`src/design/sbc_pkg.sv`:
```
package sbc_pkg;

  // Field widths fixed by the interface
  localparam int KEY_W   = 7;
  localparam int COUNT_W = 7;

  typedef logic [KEY_W-1:0]   key_t;
  typedef logic [COUNT_W-1:0] count_t;

  // One tree node, indexed by its key value. A zero link means no child.
  typedef struct packed {
    logic visited;
    key_t left;
    key_t right;
  } node_t;

  localparam int NODE_W = $bits(node_t);

endpackage

```
`src/design/sbc_ram.sv`:
```
module sbc_ram #(
  parameter int WIDTH = 15,
  parameter int DEPTH = 65,
  parameter int AW    = (DEPTH > 1) ? $clog2(DEPTH) : 1
) (
  input  logic             clk,
  input  logic             we,
  input  logic [AW-1:0]    waddr,
  input  logic [WIDTH-1:0] wdata,
  input  logic [AW-1:0]    raddr,
  output logic [WIDTH-1:0] rdata
);

  logic [WIDTH-1:0] mem [DEPTH];

  // Single write port
  always_ff @(posedge clk) begin
    if (we) begin
      mem[waddr] <= wdata;
    end
  end

  // Registered read: data is valid in the cycle after the address
  always_ff @(posedge clk) begin
    rdata <= mem[raddr];
  end

endmodule

```
`src/design/same_bst_check_unit.sv`:
```
// A reference-key transaction is taken in the idle state. A test key at the
// first position of a round is as well; otherwise an insertion walks the tree
// (one node-memory read per level, then the writes of the link and new node).
// The last test key of a round adds the check: each reference key is searched
// from the root, one read per level through the single node-memory read port.
// rst is synchronous; node entries are zeroed as keys enter the tree, so no
// clearing pass is needed after reset.
module same_bst_check_unit
  import sbc_pkg::*;
#(
  parameter int MAX_KEYS = 64
) (
  input  logic   clk,
  input  logic   rst,
  input  logic   cfg_we,
  input  count_t cfg_wdata,
  input  logic   in_valid,
  output logic   in_ready,
  input  logic   func,
  input  key_t   key,
  output logic   out_valid,
  input  logic   out_ready,
  output logic   same_tree
);

  localparam int NODE_DEPTH = MAX_KEYS + 1;
  localparam int NAW        = $clog2(NODE_DEPTH);
  localparam int RAW        = (MAX_KEYS > 1) ? $clog2(MAX_KEYS) : 1;
  localparam int CapKeys    = (MAX_KEYS < 127) ? MAX_KEYS : 127;

  typedef enum logic [6:0] {
    ST_IDLE     = 7'b0000001,
    ST_INS_WALK = 7'b0000010,
    ST_INS_NEW  = 7'b0000100,
    ST_CHK_REF  = 7'b0001000,
    ST_CHK_ROOT = 7'b0010000,
    ST_CHK_WALK = 7'b0100000,
    ST_VERDICT  = 7'b1000000
  } state_t;

  function automatic logic key_ok(key_t k);
    return (k != '0) && (int'(k) <= MAX_KEYS);
  endfunction

  state_t state, state_next;
  count_t key_count;
  count_t ref_pos, ref_pos_next;
  count_t test_pos, test_pos_next;
  count_t chk_idx, chk_idx_next;
  key_t   root, root_next;
  key_t   cur, cur_next;
  key_t   ins_key, ins_key_next;
  key_t   target, target_next;
  logic   chk_pending, chk_pending_next;
  logic   verdict, verdict_next;

  // Memory ports
  logic            node_we;
  logic [NAW-1:0]  node_waddr, node_raddr;
  node_t           node_wdata, node_rd;
  logic [NODE_W-1:0] node_rdata;
  logic            ref_we;
  logic [RAW-1:0]  ref_waddr, ref_raddr;
  key_t            ref_rdata;

  sbc_ram #(.WIDTH(NODE_W), .DEPTH(NODE_DEPTH)) u_node_ram (
    .clk   (clk),
    .we    (node_we),
    .waddr (node_waddr),
    .wdata (node_wdata),
    .raddr (node_raddr),
    .rdata (node_rdata)
  );

  sbc_ram #(.WIDTH(KEY_W), .DEPTH(MAX_KEYS)) u_ref_ram (
    .clk   (clk),
    .we    (ref_we),
    .waddr (ref_waddr),
    .wdata (key),
    .raddr (ref_raddr),
    .rdata (ref_rdata)
  );

  assign node_rd  = node_t'(node_rdata);
  assign in_ready = (state == ST_IDLE);

  // Effective key count: zero acts as one, clamp to capacity
  count_t count;
  always_comb begin
    if (key_count == '0) begin
      count = count_t'(1);
    end else if (int'(key_count) > CapKeys) begin
      count = count_t'(CapKeys);
    end else begin
      count = key_count;
    end
  end

  // Main sequencer
  count_t rp, rp1, tp, tp1, idx1;
  key_t   link, nxt;
  logic   last;
  always_comb begin
    state_next       = state;
    ref_pos_next     = ref_pos;
    test_pos_next    = test_pos;
    chk_idx_next     = chk_idx;
    root_next        = root;
    cur_next         = cur;
    ins_key_next     = ins_key;
    target_next      = target;
    chk_pending_next = chk_pending;
    verdict_next     = verdict;
    node_we          = 1'b0;
    node_waddr       = NAW'(cur);
    node_wdata       = '0;
    node_raddr       = NAW'(cur);
    ref_we           = 1'b0;
    ref_raddr        = RAW'(chk_idx);
    rp   = (ref_pos >= count) ? '0 : ref_pos;
    rp1  = rp + count_t'(1);
    ref_waddr = RAW'(rp);
    tp   = (test_pos >= count) ? '0 : test_pos;
    tp1  = tp + count_t'(1);
    last = (tp1 >= count);
    idx1 = chk_idx + count_t'(1);
    link = (ins_key < cur) ? node_rd.left : node_rd.right;
    nxt  = (target > cur) ? node_rd.right : node_rd.left;

    case (state)
      ST_IDLE: begin
        if (in_valid) begin
          if (!func) begin
            // store reference key
            ref_we       = 1'b1;
            ref_pos_next = (rp1 >= count) ? '0 : rp1;
          end else begin
            test_pos_next    = last ? '0 : tp1;
            chk_pending_next = last;
            chk_idx_next     = '0;
            if (tp == '0) begin
              // new round: a valid key becomes the root with a fresh entry
              if (key_ok(key)) begin
                root_next  = key;
                node_we    = 1'b1;
                node_waddr = NAW'(key);
                node_wdata = '0;
              end else begin
                root_next = '0;
              end
              state_next = last ? ST_CHK_REF : ST_IDLE;
            end else if (key_ok(key) && key_ok(root)) begin
              cur_next     = root;
              node_raddr   = NAW'(root);
              ins_key_next = key;
              state_next   = ST_INS_WALK;
            end else begin
              state_next = last ? ST_CHK_REF : ST_IDLE;
            end
          end
        end
      end

      ST_INS_WALK: begin
        if (cur == ins_key) begin
          // already in the tree
          state_next = chk_pending ? ST_CHK_REF : ST_IDLE;
        end else if (link == '0) begin
          // attach new key to this node
          node_we    = 1'b1;
          node_waddr = NAW'(cur);
          node_wdata = node_rd;
          if (ins_key < cur) begin
            node_wdata.left = ins_key;
          end else begin
            node_wdata.right = ins_key;
          end
          state_next = ST_INS_NEW;
        end else begin
          cur_next   = link;
          node_raddr = NAW'(link);
        end
      end

      ST_INS_NEW: begin
        // fresh entry for the new node
        node_we    = 1'b1;
        node_waddr = NAW'(ins_key);
        node_wdata = '0;
        state_next = chk_pending ? ST_CHK_REF : ST_IDLE;
      end

      ST_CHK_REF: begin
        // reference key read issued
        state_next = ST_CHK_ROOT;
      end

      ST_CHK_ROOT: begin
        target_next = ref_rdata;
        if (key_ok(root)) begin
          cur_next   = root;
          node_raddr = NAW'(root);
          state_next = ST_CHK_WALK;
        end else begin
          verdict_next = 1'b0;
          state_next   = ST_VERDICT;
        end
      end

      ST_CHK_WALK: begin
        if (cur == target) begin
          // found: mark visited
          node_we            = 1'b1;
          node_waddr         = NAW'(cur);
          node_wdata         = node_rd;
          node_wdata.visited = 1'b1;
          if (idx1 >= count) begin
            verdict_next = 1'b1;
            state_next   = ST_VERDICT;
          end else begin
            chk_idx_next = idx1;
            state_next   = ST_CHK_REF;
          end
        end else if (!node_rd.visited || nxt == '0) begin
          verdict_next = 1'b0;
          state_next   = ST_VERDICT;
        end else begin
          cur_next   = nxt;
          node_raddr = NAW'(nxt);
        end
      end

      ST_VERDICT: begin
        if (!out_valid || out_ready) begin
          chk_pending_next = 1'b0;
          state_next       = ST_IDLE;
        end
      end

      default: begin
        state_next = ST_IDLE;
      end
    endcase
  end

  // Control registers
  always_ff @(posedge clk) begin
    if (rst) begin
      state       <= ST_IDLE;
      key_count   <= count_t'(1);
      ref_pos     <= '0;
      test_pos    <= '0;
      chk_idx     <= '0;
      root        <= '0;
      chk_pending <= 1'b0;
    end else begin
      state       <= state_next;
      ref_pos     <= ref_pos_next;
      test_pos    <= test_pos_next;
      chk_idx     <= chk_idx_next;
      root        <= root_next;
      chk_pending <= chk_pending_next;
      if (cfg_we) begin
        key_count <= cfg_wdata;
      end
    end
  end

  // Walk datapath registers
  always_ff @(posedge clk) begin
    cur     <= cur_next;
    ins_key <= ins_key_next;
    target  <= target_next;
    verdict <= verdict_next;
  end

  // Output register
  logic load_out;
  assign load_out = (state == ST_VERDICT) && (!out_valid || out_ready);

  always_ff @(posedge clk) begin
    if (rst) begin
      out_valid <= 1'b0;
    end else if (load_out) begin
      out_valid <= 1'b1;
    end else if (out_ready) begin
      out_valid <= 1'b0;
    end
  end

  always_ff @(posedge clk) begin
    if (load_out) begin
      same_tree <= verdict;
    end
  end

endmodule

```
`config.mk`:
```
export PLATFORM = sky130hd
export DESIGN_NAME = same_bst_check_unit
export DESIGN_NICKNAME = d
export VERILOG_FILES = /design/src/design/sbc_pkg.sv /design/src/design/sbc_ram.sv /design/src/design/same_bst_check_unit.sv
export SDC_FILE = /design/constraint.sdc
export NUM_CORES = 2
export LEC_CHECK = 0
export ABC_AREA = 0
export BUFFER_PORTS_ARGS = -buffer_cell sky130_fd_sc_hd__buf_4
export CORE_UTILIZATION = 50
export CTS_BUF_LIST = sky130_fd_sc_hd__clkbuf_8
export DETAILED_ROUTE_END_ITERATION = 7
export GPL_ROUTABILITY_DRIVEN = 0
export GPL_TIMING_DRIVEN = 0
export PLACE_DENSITY = 0.65
export SLEW_MARGIN = 40
export SYNTH_ARGS = -nofsm -noshare
export SYNTH_HDL_FRONTEND = slang
export SYNTH_SLANG_ARGS = --single-unit
```
`constraint.sdc`:
```
create_clock -name clk -period 10.7 [get_ports clk]
set_clock_uncertainty 0.1 [all_clocks]
set_input_delay 0.535 -clock clk [delete_from_list [all_inputs] [get_ports clk]]
set_output_delay 0.535 -clock clk [all_outputs]
set_load 0.02 [all_outputs]
```
# Word level (Yosys, flattened, before mapping)

Memory sizes are Yosys's and may differ from the RTL's. A register that Yosys moved wholly into a read port is not among the register bits.
Index checks and enable logic that the tools add are counted.

$add $sub $neg: 3
Order comparisons: 10
Equality and inequality tests: 18
Multiplexer cells: 75
Bitwise operators: 2
Reduce and logical (&&, ||, !) cells: 26

Operator list:

| kind                | number |
|---|---|
| $mux 7              | 37 |
| $pmux 7 s7          | 1 |
| $mux 15             | 3 |
| $ge 7x7->1          | 5 |
| $pmux 15 s2         | 1 |
| $logic_not 7->1     | 4 |
| $pmux 7 s2          | 2 |
| $pmux 7 s4          | 1 |
| $mux 1              | 23 |
| $add 7x1->7 const B | 3 |
| $mux 4              | 4 |
| $reduce_and 5->1    | 3 |
| $eq 7x7->1          | 2 |
| $le 7x7->1 const B  | 2 |
| $reduce_bool 7->1   | 2 |
| $reduce_and 4->1    | 3 |
| $ne 2x2->1 const B  | 5 |
| $ne 3x3->1 const B  | 3 |
| $reduce_bool 2->1   | 4 |
| $eq 7x1->1 const B  | 1 |
| $eq 7x2->1 const B  | 1 |
| $eq 7x3->1 const B  | 1 |
| $eq 7x4->1 const B  | 1 |
| $eq 7x5->1 const B  | 1 |
| other kinds (13)    | 21 |

Register bits after elaboration: 67
Bits in writable memories: 1423
Word-level logic and storage cells: 149
Memories kept: 2

Memory list:

| name           | depth | width | rd ports | clocked after memory_dff | write ports | line          | RTL |
|---|---|---|---|---|---|---|---|
| u_node_ram.mem | 65    | 15    | 1        | 1                        | 1           | sbc_ram.sv:14 | `logic [WIDTH-1:0] mem [DEPTH];` |
| u_ref_ram.mem  | 64    | 7     | 1        | 1                        | 1           | sbc_ram.sv:14 |  |

# Logic depth before layout (Yosys ltp)

Depth after elaboration: 13
Mapped depth: 25
Gate-level depth less buffers: 25

# By module

From an unflattened synthesis, not the netlist that was laid out.

Cell total of the unflattened synthesis: 3112
Area, all modules: 60331.6 sq um

By module, submodules not included:

| module                | instances | cells each | area each (sq um) | sequential area each (sq um) |
|---|---|---|---|---|
| sbc_ram at u_node_ram | 1         | 1698       | 37831.3           | 29578.4 |
| sbc_ram at u_ref_ram  | 1         | 827        | 17635.7           | 13593.0 |
| same_bst_check_unit   | 1         | 587        | 4864.7            | 1501.4 |

# Least setup slack after synthesis

OpenSTA, ideal clock, no wires.

Kind: register -> register
Start: register key_count[1]
End: memory u_node_ram.mem[64][0], enable pin
Setup time: 426 ps
Arrival time: 5252 ps
Slack: 4922 ps
Cell stages (with the launch flop): 20
Buffers on the path: 1
Clock period less this slack: 5778 ps
Cells stage by stage: dfxtp_1 > nor3_1 > a21oi_1 > nor2_1 > ha_1 > nor2b_1 > o21ai_0 > a21oi_1 > nand2_1 > ha_1 > inv_1 > or3_1 > a21boi_0 > nand2b_1 > nor2_1 > clkbuf_1 > a221o_1 > nor2_1 > nand2_1 > nor4bb_1

Word-level cells in the longest chain between the ends: 12
Elaborated cells between the ends (all ways): 17

Ends and longest elaborated chain:

| item                         | line                       | RTL |
|---|---|---|
| start, declared              | same_bst_check_unit.sv:46  | `count_t key_count;` |
| start signal, assigned       | same_bst_check_unit.sv:250 | `key_count <= count_t'(1);` |
| start signal, assigned       | same_bst_check_unit.sv:264 | `key_count <= cfg_wdata;` |
| $gt 7x7->1                   | same_bst_check_unit.sv:92  | `end else if (int'(key_count) > CapKeys) begin` |
| $mux 7                       | same_bst_check_unit.sv:92  |  |
| $mux 7 (*)                   | same_bst_check_unit.sv:90  | `if (key_count == '0) begin` |
| $ge 7x7->1 (*)               | same_bst_check_unit.sv:123 | `tp = (test_pos >= count) ? '0 : test_pos;` |
| $mux 7 (*)                   | same_bst_check_unit.sv:123 |  |
| $logic_not 7->1 (*)          | same_bst_check_unit.sv:141 | `if (tp == '0) begin` |
| $mux 1                       | same_bst_check_unit.sv:141 |  |
| $mux 1                       | same_bst_check_unit.sv:133 | `if (!func) begin` |
| $mux 1                       | same_bst_check_unit.sv:132 | `if (in_valid) begin` |
| $pmux 1 s4                   | same_bst_check_unit.sv:130 | `case (state)` |
| $mux 1                       | sbc_ram.sv:18              | `if (we) begin` |
| $mux 1 (implied by the code) | sbc_ram.sv:19              | `mem[waddr] <= wdata;` |
| end, declared                | sbc_ram.sv:14              |  |

Mark *: on every way between the ends. The rest lies on a longest branch, timed or not.

# Worst setup path after layout

Start: register key_count[1]
End: register u_node_ram.rdata[9], read port of u_node_ram.mem

Word-level cells in the longest chain between the ends: 10
Elaborated cells between the ends (all ways): 11

Ends and longest elaborated chain:

| item                | line                       | RTL |
|---|---|---|
| $gt 7x7->1          | same_bst_check_unit.sv:92  |  |
| $mux 7              | same_bst_check_unit.sv:92  |  |
| $mux 7 (*)          | same_bst_check_unit.sv:90  |  |
| $ge 7x7->1 (*)      | same_bst_check_unit.sv:123 |  |
| $mux 7 (*)          | same_bst_check_unit.sv:123 |  |
| $logic_not 7->1 (*) | same_bst_check_unit.sv:141 |  |
| $mux 7 (*)          | same_bst_check_unit.sv:141 |  |
| $mux 7 (*)          | same_bst_check_unit.sv:133 |  |
| $mux 7 (*)          | same_bst_check_unit.sv:132 |  |
| $pmux 7 s4 (*)      | --                         |  |
| end, declared       | sbc_ram.sv:11              | `output logic [WIDTH-1:0] rdata` |

Marked as above.
A chain may end at the register's enable or synchronous reset.

==> results.md <==
- Run status: finished, final reports clean
- Final setup vio count: 0
- Final Hold Viols: 0
- DRC: 0
- Crit Reg-Reg Startpoint: key_count[1]
- Number of global-route vias before repair: 36600
- CP endpoint kind: register
- Post-Syn Area: 61800 um2
- Largest net degree at the start of global routing: 72
- CTS H-tree lvls: 4
- GRT overflow: 0
- Most frequent cells in the layout: edfxtp_1 (1439), nand2_1 (485), clkbuf_8 (246)
- Sequential area share after synthesis: 72.3%
- Ys Warns: 0
- HPWL after detailed placement: 115000 um
- Leakage: 0.0249 uW
- Max-Cap Viols: 0
- R2R Path End: u_node_ram.rdata[9]
- CTS max path bufs: 3
- Seq cells post-synth: 1512
- Worst path cell trace: nor3_1 -> a21oi_1 -> nor2_1 -> ha_1 -> nor2b_1 -> o21ai_0 -> a21oi_1 -> nand2_1 -> ha_1 -> inv_1 -> or3_1 -> o2111a_2 -> o211ai_4 -> o21ai_4 -> clkbuf_1 -> buf_2 -> and3_1 -> a211oi_1 -> o21ai_0 -> nand4_1 -> or4b_1 -> o211ai_1
- Slowest cell on crit path: or4b_1
- I/O Buffers: 20
- Post-CTS sizing: 0
- Count of cell types in the netlist: 84
- DR WL/cell: 28.4 um
- Worst skew pair latency: 960 ps
- Rows: 128
- Hold_ws: 87.2 ps
- Layout cells sized above 1: 18.0%
- Clock root buffer: clkbuf_8
- Tmin final: 7020 ps
- Largest family of logic cells by synthesized area: simple AND/OR/NAND/NOR gates
- Global-route usage over all layers: 27.5%
- Mean area per synthesized cell: 15.6 um2
- Most common cell after layout, fill and taps aside: edfxtp_1
- Total number of vias: 37700
- Top_reg_cell synth: edfxtp_1
- Total wire length: 173000 um
- Max-Slew Margin vs Limit: 36.7%
- RSZ-0062 raised after global routing: no
- Die width: 353 um
- Post-Synth Adder-Cell Area: 1.09%
- Die Ht: 353 um
- Final Max Tran Viols: 0
- Synth Area in Compound Gates: 7.54%
- Tightest Pin Transition: 947 ps
- Mux cell area share after synthesis: 7.57%
- CTS Buf Count: 235
- Cells after synthesis: 3962
- FF-to-FF path depth: 22
- Hold path depth: 1
- Die area: 125000 um2
- Worst Hold Path EP: u_ref_ram.mem[27][5]
- Initial Utilization: 50.5%
- Remaining antenna violation count: 0
- Critical path type: reg -> reg
- EDFF count, synth: 1439
- DR iter-0 viols: 4840
- Ports: 23
- Final period util: 65.6%
- Net Count, Synth: 4035
- PwrDens: 188 nW/um2
- Xor/xnor share of the synthesized area: 0.227%
- Initial antenna violation count: 3
- Nets: 4333
- Min-delay worst type: in -> reg
- Crit Path Max Fanout: 10
- R2R Setup Slk: 3680 ps
- CP Data Arrival Time: 7770 ps
- Setup bufs post-CTS: 0
- Async S/R FF share, synth: 0%
- Hold wc startpoint: key[5]
- # clock sinks: 1512
- Area grow syn2layout: 12.7%
- Post-synthesis simple-gate area fraction: 9.39%
- Critical path's largest stage delay: 750 ps
- CTS tree: built
- Core ar.: 122000 um2
- CP required: 11460 ps
- Peak Freq: 0.143 GHz
- Maximum vdd drop: 174 uV
- Via/cell ratio: 6.21
- Setup_tns: 0 ps
- CTS clock-pin slew for the worst setup and hold paths: 70 ps
- Final core utilization: 57.0%
- Initial DRT Pass Iterations: 6
- Worst setup SP type: register
- First-pass GRT wire length: 249000 um
state kept, by name, indices dropped and copies added (netlist names), 7 cells and up:
register	count
u_ref_ram.mem	448
ref_pos	7
ins_key	7
key_count	7
cur	7
u_node_ram.rdata	15
target	7
u_ref_ram.rdata	7
root	7
test_pos	7
u_node_ram.mem	975
chk_idx	7
state	7
synthesized netlist by cell type, types with 15 or more instances:
library cell / count / share of area, %
o211ai_1: 23 / 0.28
a21o_1: 18 / 0.22
buf_1: 17 / 0.10
o21bai_1: 28 / 0.34
nor2_1: 213 / 1.3
and3_1: 213 / 2.2
nand3b_1: 22 / 0.27
clkbuf_1: 131 / 0.80
a31o_2: 32 / 0.45
a31oi_1: 32 / 0.32
a221oi_1: 19 / 0.27
nand2_1: 490 / 3.0
mux2i_1: 54 / 0.88
mux2_2: 45 / 0.82
o22ai_1: 18 / 0.18
a211oi_1: 161 / 2.0
o21ai_1: 22 / 0.18
nor3_1: 15 / 0.12
edfxtp_1: 1439 / 70
nand3_1: 99 / 0.80
a221o_1: 18 / 0.29
a22o_1: 19 / 0.27
dfxtp_1: 73 / 2.4
inv_1: 25 / 0.15
o21ai_0: 57 / 0.46
ha_1: 53 / 1.1
buf_2: 76 / 0.62
nand4_1: 59 / 0.60
a21oi_1: 109 / 0.88
mux4_2: 161 / 5.9
worst max path at each step:
stage                              from  depth (start not counted)                endpoint  slack (ps)
floorplan                  key_count[1]                         19   u_node_ram.mem[64][0]        4920
global placement    u_node_ram.rdata[3]                          5  u_node_ram.mem[60][14]         970
detailed placement         key_count[1]                         22     u_node_ram.rdata[9]        3840
CTS                        key_count[1]                         22     u_node_ram.rdata[9]        3810
global route               key_count[1]                         22     u_node_ram.rdata[9]        3390
finish                     key_count[1]                         22     u_node_ram.rdata[9]        3680
report_power, final:
part	switching (uW)	total, uW	internal (uW)
Clock	2270	4540	2270
Sequential	75.6	6540	6460
Combinational	1360	2000	639
Total	3700	13100	9380
timing repair:
action	4_1_cts	5_1_grt
setup endpoints to repair	0	0
hold buffers	18	0
hold endpoints to repair	21	0
worst max-delay path, delay by kind of cell (launching register included):
kind / cells / cell delay [ps]
AO/OA/AOI/OAI: 9 / 2480
adder cells (fa/ha/maj): 2 / 550
buffers and inverters: 3 / 1090
flip-flops: 1 / 320
AND/OR/NAND/NOR: 8 / 2370
kinds of logic after synthesis:
family                     count (synthesis)
adders and majority gates                 54
DFF                                     1512
xor gates and xnor gates                  16
muxes                                    260
buffers and inverters                    266
AOI/OAI and AO/OA                        648
and+or+nand+nor                         1206
final cells by class:
type	count	area, um2
diodes	5	12.5
plain buffers	238	1060
clock buffers	246	3390
clock inverters	180	985
fillers	9415	52600
inverters	28	105
multi-input cells	2184	16600
flip-flops and latches	1512	44700
well taps	1625	2030
repair buffers	61	786
metrics by stage:
stage	total power [uW]	worst slack, ps	instances	area, um2
after global routing	13500	3390	6079	69600
after global placement	8530	973	5607	63900
after detailed placement	8570	3840	5630	64900
after floorplan	7780	4920	3962	61800
final	13100	3680	6079	69600
after CTS	13100	3810	6074	69500
per-layer routing:
metal	GRT usage, %	part of all wire, %	wire (um)	vias up
met4	12.1	4.4	7610	4
met5	0	0.011	19	-
met2	43.6	47	81700	2115
met1	37.1	39	67300	18900
met3	5.60	9.2	16000	397
li1	-	-	-	16300
No activity file was read; power rests on OpenSTA's default activity.
